## src/hdl/priority_ready_queue_scheduler_assert.svh

```systemverilog
// Assertion macros used by the scheduler datapath.
`ifndef PRIORITY_READY_QUEUE_SCHEDULER_ASSERT_SVH
`define PRIORITY_READY_QUEUE_SCHEDULER_ASSERT_SVH

// Same-cycle implication.
`define PRQS_ASSERT_IMPLIES(lbl, clk, rst_n, ante, cons, msg) \
    lbl: assert property (@(posedge clk) disable iff (!rst_n) (ante) |-> (cons)) \
        else $error(msg);

// Next-cycle implication.
`define PRQS_ASSERT_NEXT(lbl, clk, rst_n, ante, cons, msg) \
    lbl: assert property (@(posedge clk) disable iff (!rst_n) (ante) |=> (cons)) \
        else $error(msg);

`endif

```

## src/hdl/prqs_pkg.sv

```systemverilog
// Package with shared types, constants and helpers for the ready-queue scheduler.
package prqs_pkg;

    localparam int THREAD_SLOTS    = 8;
    localparam int PRIORITY_LEVELS = 16;
    localparam int SLOT_W          = $clog2(THREAD_SLOTS);
    localparam int LEVEL_W         = $clog2(PRIORITY_LEVELS);

    localparam int KIND_W     = 4;
    localparam int PRIO_W     = 5;
    localparam int TARGET_W   = 3;
    localparam int RET_W      = 5;
    localparam int IN_DATA_W  = 8;
    localparam int OUT_DATA_W = 16;
    localparam int OUT_USER_W = 1;

    typedef logic [SLOT_W:0] link_t;
    localparam link_t LINK_NIL = {1'b1, {SLOT_W{1'b0}}};

    typedef enum logic [KIND_W-1:0] {
        KIND_CREATE     = 4'd0,
        KIND_EXIT       = 4'd1,
        KIND_WAIT       = 4'd2,
        KIND_SLEEP      = 4'd3,
        KIND_WAKEUP     = 4'd4,
        KIND_GETID      = 4'd5,
        KIND_CHANGE     = 4'd6,
        KIND_FAULT      = 4'd7,
        KIND_RESCHEDULE = 4'd8
    } kind_t;

    typedef enum logic [1:0] {
        ENQ_CALLER,
        ENQ_NEW,
        ENQ_TARGET
    } enq_sel_t;

    typedef enum logic [2:0] {
        ST_IDLE,
        ST_DEQ,
        ST_APPLY,
        ST_REQUEUE,
        ST_SCAN
    } state_t;

    typedef struct packed {
        logic     load;
        logic     deq;
        logic     enq;
        enq_sel_t enq_sel;
        logic     clear;
        logic     alloc;
        logic     set_prio;
        logic     capture_ret;
        logic     scan;
    } cmd_t;

    typedef struct packed {
        kind_t kind;
        logic  have;
        logic  halted;
        logic  create_ok;
        logic  alloc_done;
        logic  target_ok;
        logic  out_busy;
    } status_t;

    function automatic logic [LEVEL_W-1:0] clamp_level(input logic [PRIO_W-2:0] p);
        logic [LEVEL_W-1:0] lvl;
        if (int'(p) >= PRIORITY_LEVELS)
            lvl = LEVEL_W'(PRIORITY_LEVELS - 1);
        else
            lvl = LEVEL_W'(p);
        return lvl;
    endfunction

endpackage

```

## src/hdl/priority_ready_queue_scheduler.sv

```systemverilog
// Top level of the fixed-priority FIFO ready-queue scheduler.
// Each event is registered in an accept step, then goes through dequeue of the
// running thread, the event's queue rule, the requeue of the caller, new or
// woken thread, and the priority scan, each one step of the sequencer over the
// slot and level tables; once the system is halted, the sequencer goes from the
// dequeue step straight to the scan. The result is loaded into an output
// register at the scan step; if it is not yet taken when the next event reaches
// its scan step, that event holds there. A new event is taken only while the
// sequencer is idle, so a new event is not taken before the last one is through.
module priority_ready_queue_scheduler
(
    input  logic                                 clk,
    input  logic                                 rst_n,
    input  logic                                 s_tvalid,
    output logic                                 s_tready,
    input  logic [prqs_pkg::IN_DATA_W-1:0]       s_tdata,  // priority_value, target_thread
    input  logic [prqs_pkg::KIND_W-1:0]          s_tuser,  // kind
    output logic                                 m_tvalid,
    input  logic                                 m_tready,
    output logic [prqs_pkg::OUT_DATA_W-1:0]      m_tdata,  // return_value, running_thread, system_halted
    output logic [prqs_pkg::OUT_USER_W-1:0]      m_tuser   // has_return
);

    prqs_pkg::cmd_t    cmd;
    prqs_pkg::status_t status;

    prqs_ctrl u_ctrl
    (
        .clk      (clk),
        .rst_n    (rst_n),
        .s_tvalid (s_tvalid),
        .s_tready (s_tready),
        .status   (status),
        .cmd      (cmd)
    );

    prqs_datapath u_datapath
    (
        .clk      (clk),
        .rst_n    (rst_n),
        .s_tdata  (s_tdata),
        .s_tuser  (s_tuser),
        .m_tvalid (m_tvalid),
        .m_tready (m_tready),
        .m_tdata  (m_tdata),
        .m_tuser  (m_tuser),
        .cmd      (cmd),
        .status   (status)
    );

endmodule

```

## src/hdl/prqs_ctrl.sv

```systemverilog
// Sequencer that steps each event through dequeue, apply, requeue and scan (apply and requeue are skipped once halted).
module prqs_ctrl
(
    input  logic             clk,
    input  logic             rst_n,
    input  logic             s_tvalid,
    output logic             s_tready,
    input  prqs_pkg::status_t status,
    output prqs_pkg::cmd_t   cmd
);

    prqs_pkg::state_t state_reg;
    prqs_pkg::state_t state_next;

    always_ff @(posedge clk or negedge rst_n)
    begin
        if (!rst_n)
        begin
            state_reg <= prqs_pkg::ST_IDLE;
        end
        else
        begin
            state_reg <= state_next;
        end
    end

    always_comb
    begin
        state_next  = state_reg;
        cmd         = '0;
        cmd.enq_sel = prqs_pkg::ENQ_CALLER;
        s_tready    = 1'b0;
        case (state_reg)
            prqs_pkg::ST_IDLE:
            begin
                s_tready = 1'b1;
                cmd.load = s_tvalid;
                if (s_tvalid)
                    state_next = prqs_pkg::ST_DEQ;
            end
            prqs_pkg::ST_DEQ:
            begin
                if (status.halted)
                begin
                    state_next = prqs_pkg::ST_SCAN;
                end
                else
                begin
                    cmd.deq    = status.have && (status.kind <= prqs_pkg::KIND_FAULT);
                    state_next = prqs_pkg::ST_APPLY;
                end
            end
            prqs_pkg::ST_APPLY:
            begin
                cmd.capture_ret = 1'b1;
                case (status.kind)
                    prqs_pkg::KIND_CREATE:
                    begin
                        cmd.enq   = status.have;
                        cmd.alloc = status.create_ok;
                    end
                    prqs_pkg::KIND_WAIT,
                    prqs_pkg::KIND_GETID,
                    prqs_pkg::KIND_WAKEUP:
                    begin
                        cmd.enq = status.have;
                    end
                    prqs_pkg::KIND_EXIT,
                    prqs_pkg::KIND_FAULT:
                    begin
                        cmd.clear = status.have;
                    end
                    prqs_pkg::KIND_CHANGE:
                    begin
                        cmd.set_prio = status.have;
                    end
                    default:
                    begin
                    end
                endcase
                state_next = prqs_pkg::ST_REQUEUE;
            end
            prqs_pkg::ST_REQUEUE:
            begin
                case (status.kind)
                    prqs_pkg::KIND_CREATE:
                    begin
                        cmd.enq     = status.alloc_done;
                        cmd.enq_sel = prqs_pkg::ENQ_NEW;
                    end
                    prqs_pkg::KIND_CHANGE:
                    begin
                        cmd.enq     = status.have;
                        cmd.enq_sel = prqs_pkg::ENQ_CALLER;
                    end
                    prqs_pkg::KIND_WAKEUP:
                    begin
                        cmd.enq     = status.target_ok;
                        cmd.enq_sel = prqs_pkg::ENQ_TARGET;
                    end
                    default:
                    begin
                    end
                endcase
                state_next = prqs_pkg::ST_SCAN;
            end
            prqs_pkg::ST_SCAN:
            begin
                if (!status.out_busy)
                begin
                    cmd.scan   = 1'b1;
                    state_next = prqs_pkg::ST_IDLE;
                end
            end
            default:
            begin
                state_next = prqs_pkg::ST_IDLE;
            end
        endcase
    end

endmodule

```

## src/hdl/prqs_datapath.sv

```systemverilog
// Slot table, level queues, running slot, halt flag and result register.
`include "priority_ready_queue_scheduler_assert.svh"

module prqs_datapath
(
    input  logic                                   clk,
    input  logic                                   rst_n,
    input  logic [prqs_pkg::IN_DATA_W-1:0]         s_tdata,
    input  logic [prqs_pkg::KIND_W-1:0]            s_tuser,
    output logic                                   m_tvalid,
    input  logic                                   m_tready,
    output logic [prqs_pkg::OUT_DATA_W-1:0]        m_tdata,
    output logic [prqs_pkg::OUT_USER_W-1:0]        m_tuser,
    input  prqs_pkg::cmd_t                         cmd,
    output prqs_pkg::status_t                      status
);

    localparam int SW = prqs_pkg::SLOT_W;
    localparam int LW = prqs_pkg::LEVEL_W;
    localparam int NS = prqs_pkg::THREAD_SLOTS;
    localparam int NL = prqs_pkg::PRIORITY_LEVELS;

    logic [prqs_pkg::KIND_W-1:0]   kind_reg;
    logic [prqs_pkg::PRIO_W-1:0]   prio_value_reg;
    logic [prqs_pkg::TARGET_W-1:0] target_reg;
    prqs_pkg::link_t               caller_reg;
    logic                          have_reg;
    logic [SW-1:0]                 alloc_reg;
    logic                          alloc_done_reg;

    logic [NS-1:0]                 used_reg;
    logic [NS-1:0]                 ready_reg;
    logic [LW-1:0]                 prio_reg [NS];
    prqs_pkg::link_t               link_reg [NS];
    prqs_pkg::link_t               head_reg [NL];
    prqs_pkg::link_t               tail_reg [NL];
    prqs_pkg::link_t               running_reg;
    logic                          halted_reg;

    logic [prqs_pkg::RET_W-1:0]    ret_reg;
    logic                          has_ret_reg;
    logic                          out_valid_reg;
    logic [prqs_pkg::OUT_DATA_W-1:0] out_data_reg;
    logic                          out_user_reg;

    logic                          have_now;
    logic [SW-1:0]                 caller_idx;
    prqs_pkg::link_t               enq_link;
    logic [SW-1:0]                 enq_idx;
    logic                          enq_go;
    logic [SW-1:0]                 slot_sel;
    logic [LW-1:0]                 prio_rd;
    prqs_pkg::link_t               link_rd;
    prqs_pkg::link_t               head_rd;
    prqs_pkg::link_t               tail_rd;
    logic                          deq_hit;
    logic [NL-1:0]                 nonempty;
    logic                          scan_any;
    logic [LW-1:0]                 scan_level;
    logic                          free_found;
    logic [SW-1:0]                 free_idx;
    logic                          create_ok;
    logic [SW-1:0]                 target_idx;
    logic                          target_ok;
    logic [LW-1:0]                 new_prio;
    logic [prqs_pkg::RET_W-1:0]    ret_next;
    logic                          has_ret_next;
    prqs_pkg::link_t               running_out;
    logic                          halted_out;
    logic [prqs_pkg::OUT_DATA_W-1:0] out_data_next;

    assign caller_idx = caller_reg[SW-1:0];
    assign have_now   = !running_reg[SW] && (int'(running_reg[SW-1:0]) < NS)
                        && used_reg[running_reg[SW-1:0]];

    always_comb
    begin
        case (cmd.enq_sel)
            prqs_pkg::ENQ_NEW:    enq_link = {1'b0, alloc_reg};
            prqs_pkg::ENQ_TARGET: enq_link = {1'b0, target_idx};
            default:              enq_link = caller_reg;
        endcase
    end

    assign enq_idx  = enq_link[SW-1:0];
    assign slot_sel = cmd.enq ? enq_idx : caller_idx;
    assign prio_rd  = prio_reg[slot_sel];
    assign link_rd  = link_reg[caller_idx];
    assign head_rd  = head_reg[cmd.scan ? scan_level : prio_rd];
    assign tail_rd  = tail_reg[prio_rd];
    assign enq_go   = cmd.enq && !ready_reg[enq_idx];
    assign deq_hit  = ready_reg[caller_idx] && (head_rd == caller_reg);
    assign new_prio = prqs_pkg::clamp_level(prio_value_reg[prqs_pkg::PRIO_W-2:0]);

    always_comb
    begin
        scan_level = '0;
        for (int i = NL - 1; i >= 0; i--)
        begin
            nonempty[i] = !head_reg[i][SW];
            if (nonempty[i])
                scan_level = LW'(i);
        end
        scan_any = |nonempty;
    end

    always_comb
    begin
        free_idx = '0;
        for (int i = NS - 1; i >= 0; i--)
        begin
            if (!used_reg[i])
                free_idx = SW'(i);
        end
        free_found = !(&used_reg);
    end

    assign create_ok  = !prio_value_reg[prqs_pkg::PRIO_W-1] && free_found;
    assign target_idx = SW'(target_reg);
    assign target_ok  = (int'(target_reg) < NS) && used_reg[target_idx];

    always_comb
    begin
        ret_next     = '0;
        has_ret_next = 1'b0;
        case (prqs_pkg::kind_t'(kind_reg))
            prqs_pkg::KIND_CREATE:
            begin
                has_ret_next = 1'b1;
                ret_next     = create_ok ? prqs_pkg::RET_W'(free_idx) : '1;
            end
            prqs_pkg::KIND_WAIT,
            prqs_pkg::KIND_SLEEP:
            begin
                has_ret_next = have_reg;
            end
            prqs_pkg::KIND_WAKEUP:
            begin
                has_ret_next = 1'b1;
            end
            prqs_pkg::KIND_GETID:
            begin
                has_ret_next = have_reg;
                ret_next     = have_reg ? prqs_pkg::RET_W'(caller_idx) : '0;
            end
            prqs_pkg::KIND_CHANGE:
            begin
                has_ret_next = have_reg;
                ret_next     = have_reg ? prqs_pkg::RET_W'(prio_rd) : '0;
            end
            default:
            begin
            end
        endcase
    end

    always_comb
    begin
        running_out = running_reg;
        halted_out  = halted_reg;
        if (!halted_reg)
        begin
            if (scan_any)
                running_out = head_rd;
            else
                halted_out = 1'b1;
        end
        out_data_next = '0;
        out_data_next[prqs_pkg::RET_W-1:0] = ret_reg;
        out_data_next[prqs_pkg::RET_W +: prqs_pkg::TARGET_W] =
            running_out[SW] ? '0 : prqs_pkg::TARGET_W'(running_out[SW-1:0]);
        out_data_next[prqs_pkg::RET_W + prqs_pkg::TARGET_W] = halted_out;
    end

    always_ff @(posedge clk or negedge rst_n)
    begin
        if (!rst_n)
        begin
            used_reg       <= '0;
            ready_reg      <= '0;
            for (int i = 0; i < NS; i++)
            begin
                prio_reg[i] <= '0;
                link_reg[i] <= prqs_pkg::LINK_NIL;
            end
            for (int i = 0; i < NL; i++)
            begin
                head_reg[i] <= prqs_pkg::LINK_NIL;
                tail_reg[i] <= prqs_pkg::LINK_NIL;
            end
            running_reg    <= prqs_pkg::LINK_NIL;
            halted_reg     <= 1'b0;
            alloc_done_reg <= 1'b0;
            out_valid_reg  <= 1'b0;
        end
        else
        begin
            if (cmd.deq && deq_hit)
            begin
                head_reg[prio_rd] <= link_rd;
                if (link_rd[SW])
                    tail_reg[prio_rd] <= prqs_pkg::LINK_NIL;
                ready_reg[caller_idx] <= 1'b0;
                link_reg[caller_idx]  <= prqs_pkg::LINK_NIL;
            end

            if (enq_go)
            begin
                link_reg[enq_idx] <= prqs_pkg::LINK_NIL;
                if (tail_rd[SW])
                    head_reg[prio_rd] <= enq_link;
                else
                    link_reg[tail_rd[SW-1:0]] <= enq_link;
                tail_reg[prio_rd]  <= enq_link;
                ready_reg[enq_idx] <= 1'b1;
            end

            if (cmd.enq && (cmd.enq_sel == prqs_pkg::ENQ_TARGET))
                running_reg <= enq_link;

            if (cmd.clear)
            begin
                used_reg[caller_idx]  <= 1'b0;
                ready_reg[caller_idx] <= 1'b0;
                prio_reg[caller_idx]  <= '0;
                link_reg[caller_idx]  <= prqs_pkg::LINK_NIL;
            end

            if (cmd.set_prio && !prio_value_reg[prqs_pkg::PRIO_W-1])
                prio_reg[caller_idx] <= new_prio;

            if (cmd.alloc)
            begin
                used_reg[free_idx]  <= 1'b1;
                ready_reg[free_idx] <= 1'b0;
                prio_reg[free_idx]  <= new_prio;
                link_reg[free_idx]  <= prqs_pkg::LINK_NIL;
                running_reg         <= {1'b0, free_idx};
            end

            if (cmd.load)
                alloc_done_reg <= 1'b0;
            else if (cmd.alloc)
                alloc_done_reg <= 1'b1;

            if (out_valid_reg && m_tready)
                out_valid_reg <= 1'b0;

            if (cmd.scan)
            begin
                running_reg   <= running_out;
                halted_reg    <= halted_out;
                out_valid_reg <= 1'b1;
            end
        end
    end

    always_ff @(posedge clk)
    begin
        if (cmd.load)
        begin
            kind_reg       <= s_tuser;
            prio_value_reg <= s_tdata[prqs_pkg::PRIO_W-1:0];
            target_reg     <= s_tdata[prqs_pkg::PRIO_W +: prqs_pkg::TARGET_W];
            caller_reg     <= running_reg;
            have_reg       <= have_now;
            ret_reg        <= '0;
            has_ret_reg    <= 1'b0;
        end
        else if (cmd.capture_ret)
        begin
            ret_reg     <= ret_next;
            has_ret_reg <= has_ret_next;
        end
        if (cmd.alloc)
            alloc_reg <= free_idx;
        if (cmd.scan)
        begin
            out_data_reg <= out_data_next;
            out_user_reg <= has_ret_reg;
        end
    end

    assign status.kind       = prqs_pkg::kind_t'(kind_reg);
    assign status.have       = have_reg;
    assign status.halted     = halted_reg;
    assign status.create_ok  = create_ok;
    assign status.alloc_done = alloc_done_reg;
    assign status.target_ok  = target_ok;
    assign status.out_busy   = out_valid_reg && !m_tready;

    assign m_tvalid = out_valid_reg;
    assign m_tdata  = out_data_reg;
    assign m_tuser  = out_user_reg;

    `PRQS_ASSERT_NEXT(a_halt_sticky, clk, rst_n, halted_reg, halted_reg, "halt flag cleared")
    `PRQS_ASSERT_IMPLIES(a_scan_slot_free, clk, rst_n, cmd.scan, !(out_valid_reg && !m_tready), "result overwritten before transfer")
    `PRQS_ASSERT_NEXT(a_scan_gives_result, clk, rst_n, cmd.scan, out_valid_reg, "scan without result")
    `PRQS_ASSERT_NEXT(a_halted_keeps_running, clk, rst_n, halted_reg && cmd.scan, $stable(running_reg), "running slot moved while halted")

endmodule
```

## config.mk

```make
export PLATFORM = sky130hd
export DESIGN_NAME = priority_ready_queue_scheduler
export DESIGN_NICKNAME = d
export VERILOG_FILES = /design/src/hdl/prqs_pkg.sv /design/src/hdl/priority_ready_queue_scheduler.sv /design/src/hdl/prqs_ctrl.sv /design/src/hdl/prqs_datapath.sv
export VERILOG_INCLUDE_DIRS = /design/src /design/src/hdl
export SDC_FILE = /design/constraint.sdc
export NUM_CORES = 1
export LEC_CHECK = 0
export ABC_AREA = 1
export BUFFER_PORTS_ARGS = -buffer_cell sky130_fd_sc_hd__buf_2
export CORE_MARGIN = 2
export CORE_UTILIZATION = 62
export DETAILED_ROUTE_END_ITERATION = 8
export MAX_ROUTING_LAYER = met4
export PLACE_DENSITY = 0.82
export SLEW_MARGIN = 20
export SYNTH_ARGS = -nofsm -noshare
export SYNTH_HDL_FRONTEND = slang
export SYNTH_SLANG_ARGS = --single-unit
export TNS_END_PERCENT = 5
```

## constraint.sdc

```tcl
create_clock -name clk -period 7.95 [get_ports clk]
set_clock_uncertainty 0.05 [all_clocks]
set_input_delay 0.795 -clock clk [delete_from_list [all_inputs] [get_ports clk]]
set_output_delay 0.795 -clock clk [all_outputs]
set_load 0.02 [all_outputs]
```

==> results of run 1 <==
[cell families (layout without fill, tap and decap cells)]
logic type,count (synthesis),count (layout),synth area share (%)
fa+ha+maj,2,2,0.172
other cells,1,7,0.0258
flops,254,254,44.9
simple gates,1089,1089,33.1
compound gates,295,295,12.4
buf+inv,337,374,9.30
[final cells by class]
| class | count | share of cell area (%) |
|---|---|---|
| flip-flops and latches | 254 | 40.7 |
| clock buffers | 37 | 4.89 |
| multi-input cells | 1393 | 41.7 |
| clock inverters | 15 | 1.86 |
| repair buffers | 46 | 1.90 |
| well taps | 319 | 2.49 |
| inverters | 276 | 6.46 |
[path summary, 6_finish.rpt]
check | startpoint | to | slack [ns] | cells after the start
setup / recovery | u_ctrl.state_reg[0] | u_datapath.tail_reg[17] | 1.29 | 29
hold reg to reg | u_datapath.ret_reg[0] | u_datapath.m_tdata[0] | 0.38 | 0
min in group clk | s_tdata[4] | u_datapath.prio_value_reg[4] | 0.35 | 1
max in group asynchronous | rst_n | u_datapath.prio_reg[20] | 6.47 | 2
setup reg to reg | u_ctrl.state_reg[0] | u_datapath.tail_reg[17] | 1.29 | 29
hold / removal | rst_n | u_datapath.head_reg[20] | 0.15 | 1
[power by group]
| group | switching, µW | total (µW) | internal (µW) |
|---|---|---|---|
| combinational | 1560 | 2130 | 575 |
| clock | 546 | 1500 | 954 |
| sequential | 217 | 1830 | 1610 |
[layout by cell type, fill, tap and decap left out, types with 4 or more instances in the layout]
master | netlist | routed
a21oi_1 | 51 | 51
a221oi_1 | 6 | 6
a22o_1 | 4 | 4
a22oi_1 | 43 | 43
buf_2 | 17 | 26
buf_4 | 11 | 17
bufinv_16 | 0 | 8
clkbuf_1 | 28 | 4
clkbuf_16 | 0 | 28
clkbuf_8 | 0 | 5
clkinv_1 | 2 | 4
clkinv_2 | 0 | 4
conb_1 | 1 | 7
dfrtp_1 | 177 | 177
dfstp_2 | 41 | 41
dfxtp_1 | 6 | 6
edfxtp_1 | 30 | 30
inv_1 | 230 | 230
inv_2 | 44 | 44
nand2_1 | 559 | 559
nand2_2 | 11 | 11
nand2_4 | 4 | 4
nand3_1 | 325 | 325
nand3b_1 | 5 | 5
nand4_1 | 23 | 23
nor2_1 | 95 | 95
nor2_2 | 16 | 16
nor2_4 | 4 | 4
nor3_1 | 25 | 25
o211ai_1 | 10 | 10
o21ai_0 | 97 | 96
o21ai_1 | 23 | 21
o21ai_2 | 4 | 5
o21ai_4 | 2 | 4
o22ai_1 | 31 | 31
o32ai_1 | 11 | 11
or2_2 | 16 | 16
[per-layer routing]
metal	GRT usage, %	share of wire (%)	wire [µm]
met2	60.8	46	20900
met5	-	0	0
met4	19.1	6.0	2680
met3	5.09	8.6	3850
met1	47.3	39	17500
[through the flow]
stage | total power [µW] | hold slack [ns] | utilization [%]
2_1_floorplan | 3220 | 0.353 | -
3_5_place_dp | 3900 | 0.367 | 64.3
3_3_place_gp | 3860 | 0.364 | 64.3
6_report | 5460 | 0.151 | 69.0
5_1_grt | 5730 | 0.187 | 69.0
4_1_cts | 5400 | 0.147 | 68.9
[cells in the mapped netlist, types with 3 or more instances]
cell and instances:
nor2_2 16, o22ai_1 31, a21oi_1 51, o32ai_1 11, dfstp_2 41, nand4_1 23, nand2_4 4, nand3_1 325
a221oi_1 6, nor3_1 25, a22o_1 4, a31oi_1 3, o21ai_0 97, nand2_2 11, inv_1 230, buf_6 3
nand2_1 559, buf_4 11, dfxtp_1 6, clkbuf_1 28, nand3b_1 5, inv_2 44, o21ai_2 4, o211ai_1 10
or2_2 16, dfrtp_1 177, o21ai_1 23, a22oi_1 43, nor2_4 4, nor2_1 95, buf_2 17, edfxtp_1 30
==> impl_metrics.yaml, run 1 <==
setup_path:
  crit_type: "reg2reg"
  end_kind: "flip-flop"
  slowest_stage: "o21ai_4"
  worstPathArrival_ns: 7.01
  cpLargestDelayFamily: "simple AND/OR/NAND/NOR gates"
  critPathBufInv: 6
  path_common_cell: "nand3_1"
  slowest_delay_ns: 0.69
  cp-start-kind: "flip-flop"
  crit_required_ns: 8.29
  crit_fanout: 60
synth:
  synth_warnings: 0
  synthFlopType: "dfrtp_1"
  synth.avg_cell_area_um2: 7.34
  ys_seq_area_share_pct: 44.9
  synth_edf_count: 30
  synth_area_leader_cell: "dfrtp_1"
  async_flop_share_pct: 85.8
  synth-seq-cells: 254
  synth_cell_types: 48
  syn_area_um2: 14500
  synth_area_leaders: "dfrtp_1 (30%), nand2_1 (14%), nand3_1 (11%)"
  yosysTopAreaCellShare_pct: 30.5
  synthCells: 1978
place:
  placed_area_um2: 15000
  place_ws_ns: 1.59
  io_buffers: 27
  place_congestion: 0.975
  hpwl_um: 31500
  dp.cells: 2288
layout:
  fin_area_um2: 16000
  nFillCells: 1952
  antenna_cells: 0
  multiInputGateArea_um2: 6690
  final-instance-count-excl-fill: 2340
  area_delta_synth_final_pct: 10.5
  drive_gt1_share_pct: 12.0
  seqCellArea_um2: 6530
  final_nets: 2017
floorplan:
  ios: 35
  placeableCoreArea_um2: 23300
  num_rows: 56
  dieArea_um2: 24700
  start_util_pct: 62.4
  die_width_um: 157
  dieHeight_um: 157
power:
  p_leak_uw: 0.00766
  ir_worst_vdd_uv: 218
  pwr_density_cell_nw_per_um2: 341
clock_tree:
  cts_tree: "yes"
  cts_setup_buffers: 0
  clk_pin_slew_ns: 0.06
  cts-htree-levels: 1
  clock-sinks: 254
  cts_max_path_buffers: 3
  cts_hold_buffers: 0
  numCtsBuffers: 28
  ctsResizeCount: 0
  clock_latency_ns: 0.57
  cts-root-buf: "clkbuf_16"
detailed_routing:
  ant_nets: 0
  post_drt_wl_per_cell_um: 19.2
  viasPerCell: 6.05
  totalWireLength_um: 44900
  dr.pass1.iters: 6
  vias: 14146
  drcViolationCount: 0
  drt_iter0_drc: 1766
grt:
  grt_pass1_wl_um: 71000
  grt_pass1_vias: 13602
  grt_usage_pct: 37.8
  overflow: 0
  antenna_found_initial: 0
  grt_max_degree: 85
run:
  drv_cap: 0
timing:
  fmax_ghz: 0.150
  tns_ns: 0
  slew_viol_final: 0
  slew_headroom_pct: 15.8
  setup_viol: 0
  rsz0062_at_grt: "no"
  finalWorstSetupSlack_ns: 1.29
  finalHoldViolCount: 0
  worst_pin_slew_ns: 1.26
  post-route-period-util_pct: 83.8
  period_minus_slack_ns: 6.66
run_status:
  status: "complete, no violations"
hold_path:
  min-delay-path-class: "in2async"
Power figures use the tool's default switching activity.
==> inputs of run 2 (changes only) <==
--- a/config.mk
+++ b/config.mk
@@ -9,10 +9,10 @@
 export ABC_AREA = 1
 export BUFFER_PORTS_ARGS = -buffer_cell sky130_fd_sc_hd__buf_2
 export CORE_MARGIN = 2
-export CORE_UTILIZATION = 62
+export CORE_UTILIZATION = 57
 export DETAILED_ROUTE_END_ITERATION = 8
 export MAX_ROUTING_LAYER = met4
-export PLACE_DENSITY = 0.82
+export PLACE_DENSITY = 0.8
 export SLEW_MARGIN = 20
 export SYNTH_ARGS = -nofsm -noshare
 export SYNTH_HDL_FRONTEND = slang
==> constraint.sdc (replaced) <==
create_clock -name clk -period 5.6 [get_ports clk]
set_clock_uncertainty 0.05 [all_clocks]
set_input_delay 0.56 -clock clk [delete_from_list [all_inputs] [get_ports clk]]
set_output_delay 0.56 -clock clk [all_outputs]
set_load 0.02 [all_outputs]
==> impl_metrics.yaml, run 2 (same netlist as run 1, synthesis figures left out) <==
timing:
  post-route-period-util_pct: 93.3
  worst_pin_slew_ns: 1.18
  finalHoldViolCount: 0
  rsz0062_at_grt: "no"
  slew_viol_final: 0
  period_minus_slack_ns: 5.22
  hold_ws_ns: 0.0223
  fmax_ghz: 0.191
  setup_viol: 0
  finalWorstSetupSlack_ns: 0.376
  tns_ns: 0
  slew_headroom_pct: 20.8
detailed_routing:
  drt_iter0_drc: 1749
  post_drt_wl_per_cell_um: 19.3
  ant_nets: 0
  viasPerCell: 6.10
  drcViolationCount: 0
  dr.pass1.iters: 8
  vias: 14398
  totalWireLength_um: 45500
layout:
  area_delta_synth_final_pct: 10.1
  mostFrequentLayoutCell: "nand2_1"
  drive_gt1_share_pct: 12.5
  layout_common_cells: "nand2_1 (558), nand3_1 (320), inv_1 (229)"
  antenna_cells: 0
  nFillCells: 2178
  final-instance-count-excl-fill: 2361
  final_nets: 2027
power:
  p_total_uw: 7470
  pwr_density_cell_nw_per_um2: 467
  p_leak_uw: 0.00761
  ir_worst_vdd_uv: 295
setup_path:
  crit_type: "reg2reg"
  slowest_stage: "o21ai_4"
  rr_worst_depth: 31
  crit_fanout: 88
  worstPathArrival_ns: 5.59
  crit_required_ns: 5.97
  slowest_delay_ns: 0.44
  path_common_cell: "nand2_1"
  cp-start-kind: "flip-flop"
  end_kind: "flip-flop"
grt:
  grt_max_degree: 128
  grt_pass1_vias: 13578
  grt_usage_pct: 35.5
  antenna_found_initial: 0
  overflow: 0
  grt_pass1_wl_um: 72600
clock_tree:
  cts_tree: "yes"
  clock_latency_ns: 0.56
  cts_max_path_buffers: 3
  clock-sinks: 254
  clk_pin_slew_ns: 0.06
  numCtsBuffers: 28
  cts-root-buf: "clkbuf_16"
  cts_setup_buffers: 0
  cts-htree-levels: 1
place:
  dp.cells: 2307
  hpwl_um: 32500
  io_buffers: 27
  place_ws_ns: 0.389
  place_congestion: 1.01
floorplan:
  start_util_pct: 57.8
  placeableCoreArea_um2: 25100
  die_width_um: 164
  num_rows: 58
  dieHeight_um: 164
  dieArea_um2: 26800
  ios: 35
run:
  drv_cap: 0
hold_path:
  min-delay-path-class: "in2async"
run_status:
  status: "complete, no violations"
[run 2: cell types whose count changed in the layout (fill, tap and decap cells not counted), moves of 3 or more]
cell | previous run | this run
buf_4 | 17 | 24
clkinv_1 | 4 | 1
nand3_1 | 325 | 320
clkbuf_1 | 4 | 13
bufinv_16 | 8 | 1
nand3_2 | 2 | 6
[run 2: power by group]
group / total, µW / internal [µW] / switching (µW)
clock network: 1790 / 1030 / 762
registers: 2610 / 2290 / 318
logic: 3070 / 872 / 2200
[run 2: layout make-up]
| type | instances | area, µm² | share of cell area, % |
|---|---|---|---|
| clock buffer | 45 | 805 | 5.03 |
| clock inverter | 7 | 73.8 | 0.462 |
| inverter | 276 | 1040 | 6.50 |
| multi-input combinational | 1393 | 6730 | 42.1 |
| sequential | 254 | 6530 | 40.8 |
| tap | 330 | 413 | 2.58 |
| timing repair buffer | 56 | 404 | 2.53 |
[run 2: metrics by stage]
step           area (µm²)  util (%)
6_report            16000      63.7
3_3_place_gp        15000      59.9
4_1_cts             15900      63.4
2_1_floorplan       14500         -
5_1_grt             16000      63.7
3_5_place_dp        15000      59.9
[run 2: final timing paths]
kind                            slack [ns]                   from                            to
worst max-delay path                  0.38    u_ctrl.state_reg[0]       u_datapath.tail_reg[57]
worst min-delay path                  0.02                  rst_n       u_datapath.head_reg[21]
worst max register to register        0.38    u_ctrl.state_reg[0]       u_datapath.tail_reg[57]
worst min register to register        0.39  u_datapath.ret_reg[1]         u_datapath.m_tdata[1]
max in group asynchronous             4.41                  rst_n       u_datapath.link_reg[31]
min in group clk                      0.12             s_tdata[1]  u_datapath.prio_value_reg[1]
[run 2: worst max-delay path: cells and delay by family, from the launching register on]
kind	cells	cell delay, ns
fa+ha+maj	1	0.38
simple gates	22	2.61
compound gates	2	0.53
buf+inv	6	0.99
flops	1	0.37
[run 2: routing by layer]
metal	wire [µm]	up-vias	track usage, %
met5	0	-	-
met4	2480	0	18.5
met3	4150	166	4.72
met2	20700	824	54.7
met1	18200	6798	46.0
li1	-	6610	-
[run 2: repair_timing]
item,CTS,global route
hold buffers,0,0
setup endpoints to repair,0,99
endpoints found under the hold margin,0,0
gates resized for setup,0,11
